==> src/hdl/erx_pkg.sv <==
// Shared types and constants for the extent run translator.
// Used by erx_cell, extent_run_translator_core and erx_checker; no dependencies.

package erx_pkg;

  // Item opcodes carried on in_op.
  localparam logic OP_LOAD  = 1'b0;
  localparam logic OP_XLATE = 1'b1;

  // Width of the base count register and of a load's slot index.
  localparam int CFG_W = 5;
  localparam int IDX_W = 4;

  // Result count carried with the walk token, and the cap on results per run.
  localparam int CNT_W = 5;
  localparam logic [CNT_W-1:0] OUT_CAP = 5'd16;

  // Per-cell event report: a produced result, the end of the walk, an error result.
  typedef struct packed {
    logic res_v;
    logic stop;
    logic err;
  } erx_ev_t;

endpackage

==> src/hdl/erx_cell.sv <==
// One cell of the translation chain: holds one base extent and steps the walk token.
// Depends on erx_pkg.

module erx_cell #(
  parameter int OFFSET_BITS = 48,
  parameter int IDX         = 0,
  parameter bit LAST_CELL   = 1'b0
) (
  input  logic                          clk,
  input  logic                          rst_n,
  input  logic                          adv,
  input  logic [erx_pkg::CFG_W-1:0]     base_count,
  input  logic                          ld_en,
  input  logic [erx_pkg::IDX_W-1:0]     ld_idx,
  input  logic [OFFSET_BITS-1:0]        ld_start,
  input  logic [OFFSET_BITS-2:0]        ld_length,
  input  logic                          tin_v,
  input  logic [OFFSET_BITS-2:0]        tin_addr,
  input  logic [OFFSET_BITS-2:0]        tin_left,
  input  logic [erx_pkg::CNT_W-1:0]     tin_cnt,
  output logic                          tout_v,
  output logic [OFFSET_BITS-2:0]        tout_addr,
  output logic [OFFSET_BITS-2:0]        tout_left,
  output logic [erx_pkg::CNT_W-1:0]     tout_cnt,
  output erx_pkg::erx_ev_t              ev,
  output logic [OFFSET_BITS-1:0]        res_start,
  output logic [OFFSET_BITS-2:0]        res_length
);
  import erx_pkg::*;

  localparam int SW = OFFSET_BITS;
  localparam int LW = OFFSET_BITS - 1;

  logic [SW-1:0]    bs_r;
  logic [LW-1:0]    bl_r;
  logic             tok_v_r;
  logic [LW-1:0]    tok_addr_r;
  logic [LW-1:0]    tok_left_r;
  logic [CNT_W-1:0] tok_cnt_r;

  logic             run_ok;
  logic [LW-1:0]    avail;
  logic [LW-1:0]    take;
  logic [LW-1:0]    left_after;
  logic [SW-1:0]    phys_sum;
  logic [SW-1:0]    phys;
  logic [CNT_W-1:0] cnt_inc;
  logic             stop_run;

  // The extent held by this cell is written by a load aimed at its slot.
  always_ff @(posedge clk) begin
    if (ld_en && (32'(ld_idx) == 32'(IDX))) begin
      bs_r <= ld_start;
      bl_r <= ld_length;
    end
  end

  // Token register: takes the neighbor's token whenever the chain advances.
  always_ff @(posedge clk) begin
    if (!rst_n) begin
      tok_v_r <= 1'b0;
    end else if (adv) begin
      tok_v_r <= tin_v;
    end
  end

  always_ff @(posedge clk) begin
    if (adv) begin
      tok_addr_r <= tin_addr;
      tok_left_r <= tin_left;
      tok_cnt_r  <= tin_cnt;
    end
  end

  // Step arithmetic. The base start is known non-negative where the sum is used,
  // and the offset is below the extent length, so the sum cannot wrap.
  assign run_ok     = (32'(base_count) > 32'(IDX)) && (tok_left_r != '0) &&
                      (tok_cnt_r < OUT_CAP);
  assign avail      = bl_r - tok_addr_r;
  assign take       = (avail > tok_left_r) ? tok_left_r : avail;
  assign left_after = (avail >= tok_left_r) ? '0 : (tok_left_r - avail);
  assign phys_sum   = bs_r + {1'b0, tok_addr_r};
  assign phys       = phys_sum[SW-1] ? {1'b0, {LW{1'b1}}} : phys_sum;
  assign cnt_inc    = tok_cnt_r + CNT_W'(1);
  assign stop_run   = LAST_CELL || (left_after == '0) || (cnt_inc == OUT_CAP);

  // Decide what this cell does with the token: end the walk, skip the extent,
  // report a base hole, or emit a clipped physical run.
  always_comb begin
    ev         = '0;
    tout_v     = 1'b0;
    tout_addr  = tok_addr_r;
    tout_left  = tok_left_r;
    tout_cnt   = tok_cnt_r;
    res_start  = '0;
    res_length = '0;
    if (tok_v_r) begin
      if (!run_ok) begin
        ev.stop = 1'b1;
      end else if (tok_addr_r >= bl_r) begin
        tout_addr = tok_addr_r - bl_r;
        ev.stop   = LAST_CELL;
        tout_v    = !LAST_CELL;
      end else if (bs_r[SW-1]) begin
        ev.res_v = 1'b1;
        ev.err   = 1'b1;
        ev.stop  = 1'b1;
      end else begin
        ev.res_v   = 1'b1;
        res_start  = phys;
        res_length = take;
        tout_addr  = '0;
        tout_left  = left_after;
        tout_cnt   = cnt_inc;
        ev.stop    = stop_run;
        tout_v     = !stop_run;
      end
    end
  end

endmodule

==> config.mk <==
export PLATFORM = sky130hd
export DESIGN_NAME = erx_cell
export DESIGN_NICKNAME = d
export VERILOG_FILES = /design/src/hdl/erx_pkg.sv /design/src/hdl/erx_cell.sv
export SDC_FILE = /design/constraint.sdc
export NUM_CORES = 1
export LEC_CHECK = 0
export BUFFER_PORTS_ARGS = -buffer_cell sky130_fd_sc_hd__buf_2
export CAP_MARGIN = 30
export CORE_MARGIN = 2
export CORE_UTILIZATION = 52
export CTS_BUF_LIST = sky130_fd_sc_hd__clkbuf_8
export DETAILED_ROUTE_END_ITERATION = 8
export PLACE_DENSITY = 0.88
export REMOVE_ABC_BUFFERS = 1
export SKIP_LAST_GASP = 1
export SYNTH_ARGS = -nofsm -noshare
export SYNTH_HDL_FRONTEND = slang
export SYNTH_SLANG_ARGS = --single-unit
==> constraint.sdc <==
create_clock -name clk -period 6.8 [get_ports clk]
set_input_delay 1.36 -clock clk [delete_from_list [all_inputs] [get_ports clk]]
set_output_delay 1.36 -clock clk [all_outputs]
set_load 0.005 [all_outputs]
==> summary.md <==
| Metric | Value |
|---|---|
| Period utilisation layout | `109%` |
| Final weighted congestion in routability-driven placement | `a little over 1` |
| Share of synthesized area spent on multiplexers | `0.165%` |
| Most instantiated flip-flop cell in the synthesis netlist | `sky130_fd_sc_hd__edfxtp_1` |
| Final sum of negative setup slack | `-35.83 ns` |
| Initial antenna violation count | `4` |
| Die Y | `195 um` |
| Arrival time at the worst endpoint | `6.04 ns` |
| Sort of element at the end of the critical path | `primary output` |
| Row cnt | `69` |
| Failing checks | `setup timing` |
| Final setup violating endpoints | `96` |
| RSZ-0062 raised after global routing | `yes` |
| Warnings from Yosys | `0` |
| Synthesized netlist cell count | `2246` |
| TritonCTS clock tree | `done` |
| Standby leakage power | `0.0123 uW` |
| Remaining antenna violation count | `0` |
| Most numerous cell in the Yosys netlist | `sky130_fd_sc_hd__a21oi_1` |
| Worst max-slew margin expressed relative to the limit | `29.4%` |
| Final Routed Wirelength | `80200 um` |
| Final non-filler cell area | `26400 sq um` |
| DRC violation total after the first TritonRoute iteration | `2140` |
| Overall die area | `38000 sq um` |
| Synthesized area per cell | `roughly 8.4 sq um` |
| Pin count of the biggest net entering global routing | `54` |
| Compound-cell area share of the yosys netlist | `27.0%` |
| Maximum clock insertion buffer count | `2` |
| Post-Synth Simple-Gate Area | `between 10% and 20%` |
| Most area-hungry cell type in the Yosys netlist | `sky130_fd_sc_hd__edfxtp_1` |
| DRC errors left | `0` |
| Number of clock sinks | `195` |
| Total routing usage reported by global routing | `between 30% and 40%` |
| Actual transition at the worst max-transition pin | `approximately 1.0 ns` |
| # hold bufs at CTS | `0` |
| Number of max-capacitance violations reported | `0` |
| Initial core utilization | `53.1%` |
| Critical path data required time | `5.44 ns` |
| Post-synthesis adder-cell area fraction | `12.8%` |
| Count of final hold-check violations | `0` |
| Count of different cell masters after synthesis | `82` |
| Vias post-DR | `21900` |
| Number of I/O port buffers | `404` |
| CORE AREA | `roughly 36000 sq um` |
| Number of nets in the layout | `3398` |
| Area share of xor/xnor cells in the synthesized design | `~7.7%` |
| Area occupied by multi-input gates | `13400 sq um` |
| Remaining global-route overflow | `0` |
| Critical path startpoint category | `flip-flop` |
| Hold Crit Class | `reg2reg` |
| Via/cell ratio | `6.30` |
| # H-tree levels | `4` |
| Post-layout minimum cycle time | `7.40 ns` |
| Critical path type | `reg2out` |
| Post-synthesis instance area | `19000 sq um` |
| Die boundary width | `~200 um` |
| Top post-synthesis cells by count | `sky130_fd_sc_hd__a21oi_1, sky130_fd_sc_hd__nand2_1, sky130_fd_sc_hd__edfxtp_1` |
| Vias in the first global route | `20900` |
| Register area share after synthesis | `30.8%` |
| Outcome | `complete, but fails checks` |
| Top achievable clock speed | `0.135 GHz` |
| Clock-pin slew reported for the worst setup and hold paths after clock tree synthesis | `0.13 ns` |
| Share of final-layout standard cells stronger than drive strength 1 | `36.9%` |
| Post-synthesis async set-or-reset flop share | `0%` |
| Number of fill cells in the layout | `2642` |
| Power per Cell Area | `219 nW/um^2` |
| Maximum clock skew at final layout | `0 ns` |
| Post-synth top area share | `30.7%` |
| Area grow syn2layout | `39.3%` |
| Setup ws final | `-0.602 ns` |
| Largest cells by area after synthesis | `sky130_fd_sc_hd__edfxtp_1, sky130_fd_sc_hd__ha_1, sky130_fd_sc_hd__a21oi_1` |
| Detail-routed net length per standard cell | `around 23 um` |
| Iteration count of the initial detailed-routing pass | `6` |
| Count of flip-flops with a built-in enable after synthesis | `194` |
| Clock network latency to the later pin of the worst-skew pair | `0.53 ns` |
| Flop and latch count out of synthesis | `195` |
| Global-route wire length before repair | `118000 um` |
| Largest voltage drop on the vdd net | `0.160 mV` |
| Post-place setup slack | `-0.513 ns` |
| I/O pin total | `406` |
| Top fanout value on the critical path | `4` |
| Dominant combinational cell family by area after synthesis | `compound AO/OA/AOI/OAI gates` |
| Final HPWL DP | `61600 um` |
| CTS Root Cell | `sky130_fd_sc_hd__clkbuf_8` |
| Post-DP Area | `between 20000 and 25000 sq um` |
| Sequential Area | `5850 sq um` |
| Pins Over Slew Limit | `0` |
| Total CTS buffers | `17` |
cells by family after synthesis:
family	after synthesis
AO/OA/AOI/OAI	800
AND/OR/NAND/NOR	628
buffers and inverters	261
flip-flops	195
adder cells (fa/ha/maj)	192
XOR/XNOR	166
multiplexers	3
other	1
final timing paths:
path / from / to / slack, ns / cells past startpoint
worst max-delay path: tok_addr_r[2] / ev[1] / -0.60 / 26
worst min-delay path: tok_v_r / tok_v_r / 0.65 / 2
worst max register to register: tok_v_r / tok_v_r / 6.06 / 2
worst min register to register: tok_v_r / tok_v_r / 0.65 / 2
sequential cells by signal, summed over array words and instances (netlist names):
name / cells
bs_r: 48
bl_r: 47
tok_left_r: 47
tok_addr_r: 47
tok_v_r: 1
tok_cnt_r: 5
layout by cell type (no fill, tap or decap), types with 19 or more instances in the layout:
cell                       Yosys  layout
sky130_fd_sc_hd__nor4_1       30      22
sky130_fd_sc_hd__a21oi_2       0      25
sky130_fd_sc_hd__o31ai_1      42      20
sky130_fd_sc_hd__buf_4         3     418
sky130_fd_sc_hd__xor2_1       66      60
sky130_fd_sc_hd__edfxtp_1    194     194
sky130_fd_sc_hd__a21o_1       89      89
sky130_fd_sc_hd__o21ai_0     139     100
sky130_fd_sc_hd__inv_1       141     140
sky130_fd_sc_hd__nor2_1      143     134
sky130_fd_sc_hd__and3_1       21      19
sky130_fd_sc_hd__a22o_1       43      43
sky130_fd_sc_hd__nand3_1      29      26
sky130_fd_sc_hd__buf_2        21     403
sky130_fd_sc_hd__ha_1        188     173
sky130_fd_sc_hd__o21bai_1     34      30
sky130_fd_sc_hd__nor3_1       40      37
sky130_fd_sc_hd__a31oi_1      26      20
sky130_fd_sc_hd__xnor2_1     100      85
sky130_fd_sc_hd__nand2_1     200     192
sky130_fd_sc_hd__o21ai_2       0      23
sky130_fd_sc_hd__and2_1       27      24
sky130_fd_sc_hd__o21a_1       23      22
sky130_fd_sc_hd__a21oi_1     272     244
sky130_fd_sc_hd__nand4_1      47      47
what timing repair did:
item | in CTS | in global routing
gates resized for setup | 172 | 153
buffers inserted | 48 | 23
pin swaps | 67 | 46
endpoints found under the setup margin | 96 | 154
gates cloned | 2 | 7
worst max-delay path, cell delays in order (launching register included):
cell and delay (ns):
sky130_fd_sc_hd__edfxtp_1 0.50, sky130_fd_sc_hd__ha_1 0.38, sky130_fd_sc_hd__inv_1 0.09, sky130_fd_sc_hd__o21bai_2 0.24
sky130_fd_sc_hd__a31oi_4 0.14, sky130_fd_sc_hd__buf_4 0.18, sky130_fd_sc_hd__o211ai_1 0.38, sky130_fd_sc_hd__a21oi_2 0.13
sky130_fd_sc_hd__buf_4 0.16, sky130_fd_sc_hd__o21a_1 0.21, sky130_fd_sc_hd__o21ai_0 0.22, sky130_fd_sc_hd__xnor2_1 0.18
sky130_fd_sc_hd__buf_4 0.16, sky130_fd_sc_hd__ha_1 0.23, sky130_fd_sc_hd__buf_4 0.14, sky130_fd_sc_hd__nand2_1 0.09
sky130_fd_sc_hd__o21ai_1 0.15, sky130_fd_sc_hd__a2111oi_4 0.32, sky130_fd_sc_hd__o21ai_2 0.11, sky130_fd_sc_hd__a21oi_2 0.18
sky130_fd_sc_hd__a21boi_4 0.23, sky130_fd_sc_hd__a41o_1 0.22, sky130_fd_sc_hd__nor3_2 0.09, sky130_fd_sc_hd__nor4b_2 0.27
sky130_fd_sc_hd__and4_4 0.28, sky130_fd_sc_hd__a211o_1 0.12, sky130_fd_sc_hd__buf_2 0.11
layout make-up:
cell class                 count  area share, %
clock inverter                14          0.606
sequential                   195           22.1
antenna                        4         0.0379
multi-input combinational   1793           50.9
timing repair buffer         849           21.2
inverter                     142           2.05
clock buffer                  17          0.885
tap                          461           2.18
stage by stage:
| step | hold WS, ns | total power, uW | util (%) | instances |
|---|---|---|---|---|
| final | 0.651 | 5790 | 73.9 | 3475 |
| after global routing | 0.678 | 6060 | 73.9 | 3475 |
| after CTS | 0.648 | 5390 | 71.2 | 3444 |
| after detailed placement | 0.630 | 4350 | 67.0 | 3368 |
| after global placement | 0.558 | 4310 | 67.0 | 3368 |
| after floorplan | 0.517 | 2980 | - | 2127 |
routing by layer:
metal	vias to the layer above	wire length [um]	track usage [%]
li1	9818	-	-
met1	10400	31700	53.7
met2	1429	35700	62.4
met3	303	7780	5.23
met4	0	5010	21.0
met5	-	0	0
report_power, final:
group          internal [uW]  total (uW)  switching, uW
logic                   1620        3530           1910
registers               1390        1470           81.5
clock network            275         787            511
(Power assumes the default switching activity.)
